**src/rtl/rtw_pkg.sv**
```systemverilog
// Types, constants and arithmetic helpers for rgb_to_rgbw_calibrated.
// No dependencies; used by every module of the block by scoped names.
package rtw_pkg;

  typedef struct packed {
    logic [7:0] red;
    logic [7:0] green;
    logic [7:0] blue;
  } pix_t;

  typedef struct packed {
    logic [7:0] gain;
    logic [7:0] red;
    logic [7:0] green;
    logic [7:0] blue;
  } coef_t;

  localparam int unsigned REG_IDX_W = 3;
  typedef logic [REG_IDX_W-1:0] reg_idx_t;

  localparam reg_idx_t REG_WHITE_GAIN = 3'd0;
  localparam reg_idx_t REG_RED_COEF   = 3'd1;
  localparam reg_idx_t REG_GREEN_COEF = 3'd2;
  localparam reg_idx_t REG_BLUE_COEF  = 3'd3;

  localparam logic [7:0]  GAIN_RESET = 8'hFF;
  localparam logic [7:0]  COEF_RESET = 8'hA0;
  localparam logic [15:0] HALF_SCALE = 16'd127;

  // floor((p + 127) / 255) for p = k*v with 8-bit k, v.
  // x / 255 == (x + (x >> 8) + 1) >> 8, exact for x < 2^16 - 1.
  function automatic logic [7:0] scale_div(input logic [15:0] p);
    logic [15:0] x;
    logic [16:0] s;
    x = p + HALF_SCALE;
    s = {1'b0, x} + {9'b0, x[15:8]} + 17'd1;
    return s[15:8];
  endfunction

  function automatic logic [7:0] min2(input logic [7:0] a, input logic [7:0] b);
    return (a < b) ? a : b;
  endfunction

endpackage

```
**src/rtl/rtw_front.sv**
```systemverilog
// White base extraction: multiply stage, then divide-by-255 and minimum stage.
// Depends on rtw_pkg.
module rtw_front (
  input  logic          clk,
  input  logic          rst,
  input  logic          in_valid,
  output logic          in_ready,
  input  rtw_pkg::pix_t in_pix,
  input  rtw_pkg::coef_t coef,
  output logic          out_valid,
  input  logic          out_ready,
  output logic [7:0]    out_w0,
  output rtw_pkg::pix_t out_pix
);

  logic          v1, v2;
  logic          en1, en2;
  logic [15:0]   p_red, p_green, p_blue;
  rtw_pkg::pix_t pix1, pix2;
  logic [7:0]    w0;

  assign en2      = !v2 || out_ready;
  assign en1      = !v1 || en2;
  assign in_ready = en1;

  // stage 1: products
  always_ff @(posedge clk) begin
    if (rst) begin
      v1 <= 1'b0;
    end else if (en1) begin
      v1 <= in_valid;
    end
  end

  always_ff @(posedge clk) begin
    if (en1 && in_valid) begin
      p_red   <= {8'b0, coef.red}   * {8'b0, in_pix.red};
      p_green <= {8'b0, coef.green} * {8'b0, in_pix.green};
      p_blue  <= {8'b0, coef.blue}  * {8'b0, in_pix.blue};
      pix1    <= in_pix;
    end
  end

  // stage 2: rounding divide and minimum
  always_ff @(posedge clk) begin
    if (rst) begin
      v2 <= 1'b0;
    end else if (en2) begin
      v2 <= v1;
    end
  end

  always_ff @(posedge clk) begin
    if (en2 && v1) begin
      w0   <= rtw_pkg::min2(rtw_pkg::scale_div(p_red),
                            rtw_pkg::min2(rtw_pkg::scale_div(p_green),
                                          rtw_pkg::scale_div(p_blue)));
      pix2 <= pix1;
    end
  end

  assign out_valid = v2;
  assign out_w0    = w0;
  assign out_pix   = pix2;

endmodule

```
**src/rtl/rtw_back.sv**
```systemverilog
// White share removal: multiply stage, then divide-by-255 and subtract stage.
// Depends on rtw_pkg.
module rtw_back (
  input  logic           clk,
  input  logic           rst,
  input  logic           in_valid,
  output logic           in_ready,
  input  logic [7:0]     in_w0,
  input  rtw_pkg::pix_t  in_pix,
  input  rtw_pkg::coef_t coef,
  output logic           out_valid,
  input  logic           out_ready,
  output logic [7:0]     red_out,
  output logic [7:0]     green_out,
  output logic [7:0]     blue_out,
  output logic [7:0]     white_out
);

  logic          v3, v4;
  logic          en3, en4;
  logic [15:0]   q_red, q_green, q_blue, q_gain;
  rtw_pkg::pix_t pix3;

  assign en4      = !v4 || out_ready;
  assign en3      = !v3 || en4;
  assign in_ready = en3;

  // stage 3: products of the white base
  always_ff @(posedge clk) begin
    if (rst) begin
      v3 <= 1'b0;
    end else if (en3) begin
      v3 <= in_valid;
    end
  end

  always_ff @(posedge clk) begin
    if (en3 && in_valid) begin
      q_red   <= {8'b0, coef.red}   * {8'b0, in_w0};
      q_green <= {8'b0, coef.green} * {8'b0, in_w0};
      q_blue  <= {8'b0, coef.blue}  * {8'b0, in_w0};
      q_gain  <= {8'b0, coef.gain}  * {8'b0, in_w0};
      pix3    <= in_pix;
    end
  end

  // stage 4: output register; t_k(w0) <= w0 <= channel, so no underflow
  always_ff @(posedge clk) begin
    if (rst) begin
      v4 <= 1'b0;
    end else if (en4) begin
      v4 <= v3;
    end
  end

  always_ff @(posedge clk) begin
    if (en4 && v3) begin
      red_out   <= pix3.red   - rtw_pkg::scale_div(q_red);
      green_out <= pix3.green - rtw_pkg::scale_div(q_green);
      blue_out  <= pix3.blue  - rtw_pkg::scale_div(q_blue);
      white_out <= rtw_pkg::scale_div(q_gain);
    end
  end

  assign out_valid = v4;

endmodule

```
**src/rtl/rgb_to_rgbw_calibrated.sv**
```systemverilog
// Top level of the calibrated RGB to RGBW converter: config registers and
// the two pipeline halves. Depends on rtw_pkg, rtw_front and rtw_back.
//
// Usage:
//  - Input channel in_valid/in_ready carries one RGB pixel per transaction
//    (red_in, green_in, blue_in). Output channel out_valid/out_ready carries
//    one RGBW pixel per transaction (red_out, green_out, blue_out, white_out).
//  - Config port: cfg_we writes cfg_data into register cfg_index
//    (0 white_gain, 1 red_coef, 2 green_coef, 3 blue_coef); other indexes
//    are ignored. Write only while the pipeline is empty.
//  - Path: an input transaction passes four register stages (multiply,
//    divide/min, multiply, divide/subtract) to out_valid, each stage with
//    its own valid bit. Throughput: one pixel per cycle while out_ready is high.
//  - Stall: each stage advances when it is empty or the next one advances,
//    so bubbles close up while out_ready is low; the block keeps taking
//    pixels until all four stages hold one. The output register holds
//    its transaction stable until taken.
//  - Reset (rst, synchronous, active high): all valid bits clear, the
//    gain returns to 255 and the three coefficients to 160.
module rgb_to_rgbw_calibrated (
  input  logic                  clk,
  input  logic                  rst,
  input  logic                  cfg_we,
  input  rtw_pkg::reg_idx_t     cfg_index,
  input  logic [7:0]            cfg_data,
  input  logic                  in_valid,
  output logic                  in_ready,
  input  logic [7:0]            red_in,
  input  logic [7:0]            green_in,
  input  logic [7:0]            blue_in,
  output logic                  out_valid,
  input  logic                  out_ready,
  output logic [7:0]            red_out,
  output logic [7:0]            green_out,
  output logic [7:0]            blue_out,
  output logic [7:0]            white_out
);

  rtw_pkg::coef_t coef;
  rtw_pkg::pix_t  in_pix;
  rtw_pkg::pix_t  mid_pix;
  logic [7:0]     mid_w0;
  logic           mid_valid;
  logic           mid_ready;

  // Calibration registers
  always_ff @(posedge clk) begin
    if (rst) begin
      coef.gain  <= rtw_pkg::GAIN_RESET;
      coef.red   <= rtw_pkg::COEF_RESET;
      coef.green <= rtw_pkg::COEF_RESET;
      coef.blue  <= rtw_pkg::COEF_RESET;
    end else if (cfg_we) begin
      unique case (cfg_index)
        rtw_pkg::REG_WHITE_GAIN: coef.gain  <= cfg_data;
        rtw_pkg::REG_RED_COEF:   coef.red   <= cfg_data;
        rtw_pkg::REG_GREEN_COEF: coef.green <= cfg_data;
        rtw_pkg::REG_BLUE_COEF:  coef.blue  <= cfg_data;
        default: ;
      endcase
    end
  end

  assign in_pix.red   = red_in;
  assign in_pix.green = green_in;
  assign in_pix.blue  = blue_in;

  // Stages 1-2: w0 = min of the three scaled channels
  rtw_front u_front (
    .clk       (clk),
    .rst       (rst),
    .in_valid  (in_valid),
    .in_ready  (in_ready),
    .in_pix    (in_pix),
    .coef      (coef),
    .out_valid (mid_valid),
    .out_ready (mid_ready),
    .out_w0    (mid_w0),
    .out_pix   (mid_pix)
  );

  // Stages 3-4: remove white share, scale white drive
  rtw_back u_back (
    .clk       (clk),
    .rst       (rst),
    .in_valid  (mid_valid),
    .in_ready  (mid_ready),
    .in_w0     (mid_w0),
    .in_pix    (mid_pix),
    .coef      (coef),
    .out_valid (out_valid),
    .out_ready (out_ready),
    .red_out   (red_out),
    .green_out (green_out),
    .blue_out  (blue_out),
    .white_out (white_out)
  );

endmodule

```
**config.mk**
```make
export PLATFORM = sky130hd
export DESIGN_NAME = rgb_to_rgbw_calibrated
export DESIGN_NICKNAME = d
export VERILOG_FILES = /design/src/rtl/rtw_pkg.sv /design/src/rtl/rtw_front.sv /design/src/rtl/rtw_back.sv /design/src/rtl/rgb_to_rgbw_calibrated.sv
export SDC_FILE = /design/constraint.sdc
export NUM_CORES = 1
export LEC_CHECK = 0
export ABC_CLOCK_PERIOD_IN_PS = 9900
export BUFFER_PORTS_ARGS = -buffer_cell sky130_fd_sc_hd__clkbuf_2
export CAP_MARGIN = 20
export CORE_MARGIN = 4
export CORE_UTILIZATION = 50
export DETAILED_ROUTE_END_ITERATION = 10
export GPL_ROUTABILITY_DRIVEN = 0
export MAX_ROUTING_LAYER = met4
export PLACE_DENSITY = 0.66
export SETUP_SLACK_MARGIN = 0.1
export SLEW_MARGIN = 20
export SYNTH_ARGS = -nofsm -noshare
export SYNTH_HDL_FRONTEND = slang
export SYNTH_HIERARCHICAL = 1
export SYNTH_SLANG_ARGS = --single-unit
```
**constraint.sdc**
```tcl
create_clock -name clk -period 9.9 [get_ports clk]
set_input_delay 1.485 -clock clk [delete_from_list [all_inputs] [get_ports clk]]
set_output_delay 1.485 -clock clk [all_outputs]
set_load 0.02 [all_outputs]
```
==> metrics.md, run 1 <==
| Metric | Value |
|---|---|
| Endpoint kind of the worst setup timing path | `flip-flop` |
| Hold Crit Class | `flip-flop to flip-flop` |
| Fillcell total | `4784` |
| Largest vdd supply drop | `327 uV` |
| Growth of design area from synthesis to finish | `8.48%` |
| Syn_area_per_cell | `9.84 sq um` |
| Placed inst area | `28700 sq um` |
| Die area | `58900 sq um` |
| CTS Root Buffer Type | `clkbuf_16` |
| Run status | `finished, final reports clean` |
| Worst Setup Slack, final | `3.38 ns` |
| Site Rows | `85` |
| Wire length of the first global-routing pass | `101 mm` |
| Hold Slack | `0.416 ns` |
| Number of library cell types mapped by synthesis | `87` |
| Finish-stage setup viols | `0` |
| Number of antenna violations at the first check in global routing | `4` |
| Fin cells | `3602` |
| Clk_skew | `0.0263 ns` |
| Number of instances in the synthesized netlist | `2800` |
| Ratio of total power to cell area | `249 nW/um^2` |
| Multi-input gate area | `18200 sq um` |
| Number of post-CTS setup repair buffers | `0` |
| Buffer levels on the longest clock path | `3` |
| Yosys top cell area share | `24.4%` |
| Static leakage power | `14.1 nW` |
| CP arrival | `6.77 ns` |
| Post-synthesis net count | `3433` |
| Maximum number of pins on one net before global-route repair | `73` |
| Final Core Density | `55.1%` |
| Boundary pin count | `74` |
| IO buf count | `73` |
| Sequential standard cell area | `7450 sq um` |
| Synth Warn # | `6` |
| Global route total overflow | `0` |
| Transition time at the pin with the least slew margin | `1.07 ns` |
| Routed wire length | `59.1 mm` |
| Cells taking the most area after synthesis | `edfxtp_1 24%, fa_1 19%, ha_1 15%` |
| Clock tree from TritonCTS | `done` |
| Count of maximum capacitance violations | `0` |
| Number of nets with antenna violations after routing | `0` |
| Number of violations reported at the end of detailed-routing iteration 0 | `999` |
| Clock-pin transition on the worst setup and hold timing paths | `0.06 ns` |
| #FFs+latches synth | `260` |
| Sequential fraction of the synthesis area | `27.0%` |
| DRC violation count after routing | `0` |
| Standard cell with the maximum stage delay on the critical path | `edfxtp_1` |
| Number of cells on the worst reg-to-reg path | `25` |
| Clock period minus worst slack | `6.52 ns` |
| Startpoint-to-endpoint class of the critical path | `flip-flop to flip-flop` |
| Period utilization | `65.9%` |
| Inserted Clock Buffers | `34` |
| Die X-Extent | `243 um` |
| Placed insts | `3539` |
| Initial DRT Pass Iterations | `5` |
| Library cell occupying the most area in the post-synthesis netlist | `edfxtp_1` |
| Drt wl/cell | `16.4 um` |
| Worst EP required | `10.15 ns` |
| Final HPWL DP | `45.3 mm` |
| Via Count | `19334` |
| Insertion delay to the later sink of the worst-skew pair | `0.54 ns` |
| Total GRT Usage | `21.2%` |
| Maximum level of the CTS H-tree | `2` |
| Sum Neg Setup Slack | `0 ns` |
| DR vias/cell | `5.37` |
| Post-cts resize count | `0` |
| Cell repeated most along the worst path | `ha_1` |
| Max FO, Critical Path | `8` |
| Number of global-route vias before repair | `20601` |
| Fraction of registers with async set/reset | `0%` |
| Number of clock sinks seen by CTS | `260` |
| Flop2flop setup slack | `3.38 ns` |
| Max_slew headroom | `28.4%` |
| Initial cell density of the core | `50.8%` |
| Design Area, Final | `29900 sq um` |
| Dominant register cell in the synthesized netlist | `edfxtp_1` |
| Unrepaired setup endpoints after global routing | `false` |
| Max frequency | `153 MHz` |
| Commonest cells in the synthesized netlist | `459 x inv_1, 338 x ha_1, 331 x nand2_1` |
| Final nets | `3513` |
| Hold buffer count at cts | `0` |
| Post-synthesis cell area | `27600 sq um` |
| Most frequently used cell type in the post-synthesis netlist | `inv_1` |
| Worst slack after detailed placement | `3.51 ns` |
| Chip height | `243 um` |
| Sort of element at the start of the critical path | `flip-flop` |
| Post-layout power | `7.44 mW` |
| Area of the core | `54200 sq um` |
| Delay of the slowest cell on the worst path | `0.45 ns` |
| Instance count along the most critical hold path | `0` |
| Post-synth EDFFs | `224` |
| Final Hold Viols | `0` |
| Max-slew violations | `0` |
| Ratio of cells with drive above 1 in the final layout | `6.27%` |
## per-layer routing
metal / global-route usage (%) / vias to the layer above / wire, um
met2: 36.4 / 352 / 29400
met1: 26.6 / 9577 / 25900
met5: - / - / 0
li1: - / 9313 / -
met4: 5.45 / 0 / 1310
met3: 2.70 / 92 / 2490
## registers in the layout, summed over array words and instances, names as in the netlist, 16 cells and up
signal           count
u_front/out_pix     24
u_front/pix1        24
u_back/q_green      16
u_back/q_gain       16
u_front/p_red       16
u_back/pix3         24
u_back/q_blue       16
u_back/q_red        16
u_front/p_blue      16
coef                32
u_front/p_green     16
## power by group
part	leakage, nW	switching, mW	internal [mW]
Clock	0.563	0.486	0.782
Combinational	11.2	2.46	2.02
Sequential	2.40	0.106	1.59
Total	14.1	3.05	4.39
## cells by family (layout without fill, tap and decap cells)
kind of cell / count (synthesis) / count (layout) / share of synthesized area (%)
AO/OA/AOI/OAI: 262 / 262 / 6.45
AND/OR/NAND/NOR: 907 / 907 / 16.6
flip-flops: 260 / 260 / 27.0
other: 0 / 1 / 0
adder cells (fa/ha/maj): 593 / 593 / 33.9
XOR/XNOR: 229 / 229 / 7.40
multiplexers: 47 / 47 / 1.71
buffers and inverters: 502 / 607 / 6.95
## layout make-up
type	instances	area share, %
inverter	459	5.76
clock buffer	41	3.00
sequential	260	24.9
timing repair buffer	87	1.64
tap	696	2.91
antenna	1	0.00837
multi-input combinational	2038	60.9
clock inverter	20	0.829
## cell usage in the layout, fill, tap and decap left out, drive strengths merged, types with 14 or more instances in the layout
cell type,n
edfxtp,224
o21ai,51
xnor2,157
dfxtp,36
inv,460
nand4,18
a21o,36
nor2b,27
nand2b,43
fa,255
ha,338
o21a,14
nand3,29
clkbuf,114
nor3,40
mux2i,47
and2,224
buf,14
clkinv,14
nor2,125
xor2,72
nand2,333
a21oi,79
## final timing paths
path	end	from
setup / recovery	u_front/out_w0[3]	u_front/p_green[0]
hold reg to reg	u_front/out_pix[9]	u_front/pix1[9]
setup reg to reg	u_front/out_w0[3]	u_front/p_green[0]
hold / removal	u_front/out_pix[9]	u_front/pix1[9]
## worst max-delay path: cells and delay by family, from the launching register on
kind	cells	cell delay, ns
adder cells (fa/ha/maj)	4	1.10
flip-flops	1	0.45
multiplexers	2	0.50
AND/OR/NAND/NOR	7	1.22
XOR/XNOR	2	0.64
buffers and inverters	2	0.26
AO/OA/AOI/OAI	8	2.06
(Power assumes the default switching activity.)
==> run 2: changes to the inputs <==
Settings changed: ABC_CLOCK_PERIOD_IN_PS 9900 to 5700, PLACE_DENSITY 0.66 to 0.69.
Clock period 9.9 ns to 5.7 ns, I/O delays scaled along.
==> metrics.md, run 2 (same netlist as run 1, synthesis figures left out) <==
| Metric | Value |
|---|---|
| Hold buffer count at cts | `0 (unchanged)` |
| Clk_skew | `0.0232 ns (-0.00313 ns)` |
| Violated checks | `setup timing` |
| Endpoint kind of the worst setup timing path | `flip-flop` |
| Instance count along the most critical hold path | `0 (unchanged)` |
| Maximum number of pins on one net before global-route repair | `73 (unchanged)` |
| Insertion delay to the later sink of the worst-skew pair | `0.59 ns (+0.05 ns)` |
| Number of nets with antenna violations after routing | `0 (unchanged)` |
| Register bank with the most flops | `coef` |
| DR vias/cell | `5.37 (about the same)` |
| Origin of the critical flop-to-flop path | `u_front/p_green[0]` |
| Count of maximum capacitance violations | `0 (unchanged)` |
| Flop2flop setup slack | `-0.08 ns (-3.46 ns)` |
| Boundary pin count | `74 (unchanged)` |
| Fin cells | `3693 (+2.5%)` |
| Worst EP required | `6.03 ns (-4.12 ns)` |
| Period utilization | `101% (+35 points)` |
| Number of cells on the worst reg-to-reg path | `26 (+4.0%)` |
| Final Hold Viols | `0 (unchanged)` |
| Final nets | `3604 (+2.6%)` |
| Multi-input gate area | `18400 sq um (+1.3%)` |
| Largest vdd supply drop | `681 uV (+110%)` |
| Commonest cells after routing, fill and taps aside | `457 x inv_1, 336 x ha_1, 329 x nand2_1` |
| Number of clock sinks seen by CTS | `260 (unchanged)` |
| Growth of design area from synthesis to finish | `11.6%` |
| Maximum level of the CTS H-tree | `1 (-1)` |
| Die X-Extent | `243 um (unchanged)` |
| Drt wl/cell | `16.1 um (-1.8%)` |
| Placed insts | `3610 (+2.0%)` |
| Design Area, Final | `30700 sq um (+2.8%)` |
| Inserted Clock Buffers | `30 (-12%)` |
| Worst Hold Path EP | `u_back/pix3[22]` |
| Placed inst area | `29300 sq um (+1.9%)` |
| Commonest non-fill, non-tap cell in the layout | `inv_1` |
| Number of flip-flops under the largest register name | `32 (unchanged)` |
| Clock period minus worst slack | `5.78 ns (-0.744 ns)` |
| Worst Setup Slack, final | `-0.0760 ns (-3.46 ns)` |
| Fillcell total | `4674 (-2.3%)` |
| Site Rows | `85 (unchanged)` |
| DRC violation count after routing | `0 (unchanged)` |
| Transition time at the pin with the least slew margin | `1.16 ns (+0.0847 ns)` |
| Global route total overflow | `0 (unchanged)` |
| Via Count | `19836 (+2.6%)` |
| Initial DRT Pass Iterations | `5 (unchanged)` |
| Static leakage power | `14.6 nW (+3.1%)` |
| Number of global-route vias before repair | `21103 (+2.4%)` |
| Ratio of total power to cell area | `428 nW/um^2 (+72%)` |
| Max FO, Critical Path | `8 (unchanged)` |
| Hold_sp | `u_front/out_pix[22]` |
| Endpoint of the most critical register-to-register path | `u_front/out_w0[4]` |
| Run status | `finished with violations` |
| Sum Neg Setup Slack | `-0.467 ns (-0.467 ns)` |
| Hold Crit Class | `flip-flop to flip-flop` |
| Clock-pin transition on the worst setup and hold timing paths | `0.06 ns (about the same)` |
| Max frequency | `173 MHz (+13%)` |
| Sequential standard cell area | `7450 sq um (unchanged)` |
| Total GRT Usage | `21.1% (-0.030 points)` |
| Startpoint-to-endpoint class of the critical path | `flip-flop to flip-flop` |
| Buffer levels on the longest clock path | `3 (unchanged)` |
| Routed wire length | `59.5 mm (+0.65%)` |
| Clock tree from TritonCTS | `done` |
| Max_slew headroom | `22.9% (-5.5 points)` |
| Unrepaired setup endpoints after global routing | `true` |
| Number of violations reported at the end of detailed-routing iteration 0 | `1006 (+0.70%)` |
| Final HPWL DP | `46.2 mm (+2.1%)` |
| Chip height | `243 um (unchanged)` |
| CTS Root Buffer Type | `clkbuf_16` |
| Die area | `58900 sq um (unchanged)` |
| Area of the core | `54200 sq um (unchanged)` |
| IO buf count | `73 (unchanged)` |
| Sort of element at the start of the critical path | `flip-flop` |
| Initial cell density of the core | `50.8% (unchanged)` |
| Wire length of the first global-routing pass | `102 mm (+0.70%)` |
| Finish-stage setup viols | `8 (+8)` |
| Ratio of cells with drive above 1 in the final layout | `10.4% (+4.1 points)` |
| Number of antenna violations at the first check in global routing | `3 (-1)` |
| Max-slew violations | `0 (unchanged)` |
| CP arrival | `6.10 ns (-0.67 ns)` |
==> run 2: cell count changes in the layout (fill, tap and decap cells not counted), moves of 5 or more <==
cell       previous run  this run
clkbuf_16            35        30
mux2i_2               0         5
o21ai_0              49        44
xnor2_2               2         8
buf_4                13       104
mux2i_1              47        41
xnor2_1             154       148
==> run 2: power breakdown <==
part	leakage (nW)	internal, mW	switching [mW]
Combinational	11.7	3.76	4.40
Sequential	2.40	2.77	0.239
Clock	0.493	1.17	0.821
==> run 2: layout make-up <==
cell class	instances	area share (%)
clock buffer	35	2.54
inverter	459	5.60
clock inverter	21	0.814
tap	696	2.83
multi-input combinational	2038	60.0
timing repair buffer	182	3.98
antenna	2	0.0163
sequential	260	24.2
==> run 2: routing by layer <==
metal	track usage, %	vias to the layer above	part of all wire [%]
met5	-	-	0
met4	5.99	0	2.6
met3	3.03	103	4.9
met2	36.2	434	50
met1	26.3	9799	42
li1	-	9500	-
==> run 2: worst max-delay path by stage <==
stage | from | endpoint | depth (start not counted)
after global routing | u_front/p_blue[4] | u_front/out_w0[4] | 28
final | u_front/p_green[0] | u_front/out_w0[4] | 26
after CTS | u_front/p_blue[3] | u_front/out_w0[4] | 26
after floorplan | u_front/p_green[0] | u_front/out_w0[1] | 26
after global placement | u_front/p_blue[5] | u_front/out_w0[4] | 29
after detailed placement | u_front/p_green[0] | u_front/out_w0[4] | 27
==> run 2: timing repair <==
| item | CTS | global route |
|---|---|---|
| hold endpoints to repair | 0 | 0 |
| resized for setup | 31 | 17 |
| pin swaps | 15 | 7 |
| gates cloned | 0 | 0 |
| endpoints found under the setup margin | 8 | 9 |
| buffers inserted | 13 | 10 |
==> run 2: metrics by stage <==
step | setup slack (ns) | hold slack, ns | total power, mW | utilization [%]
floorplan | 0.114 | 0.400 | 9.23 | -
global placement | -0.0600 | 0.400 | 10.6 | 54.0
detailed placement | -0.301 | 0.405 | 10.9 | 54.0
CTS | 0.0982 | 0.412 | 13.1 | 56.3
global route | -0.343 | 0.415 | 14.5 | 56.7
finish | -0.0760 | 0.415 | 13.2 | 56.7
==> run 2: critical path: stages, from the launching register on <==
cell	delay, ns
edfxtp_1	0.40
inv_2	0.08
ha_2	0.18
or2b_1	0.26
o31a_2	0.32
nand3_2	0.10
xor2_2	0.15
inv_1	0.07
ha_1	0.28
nand4_1	0.15
a211oi_2	0.34
o311ai_4	0.18
buf_4	0.18
nor4_2	0.16
xor2_1	0.24
ha_1	0.28
nor2b_1	0.13
o21ai_1	0.16
nand2_2	0.11
a21oi_4	0.22
mux2i_2	0.27
ha_1	0.28
a211o_1	0.33
a21oi_2	0.14
nand2_1	0.08
a31o_4	0.27
mux2i_1	0.15
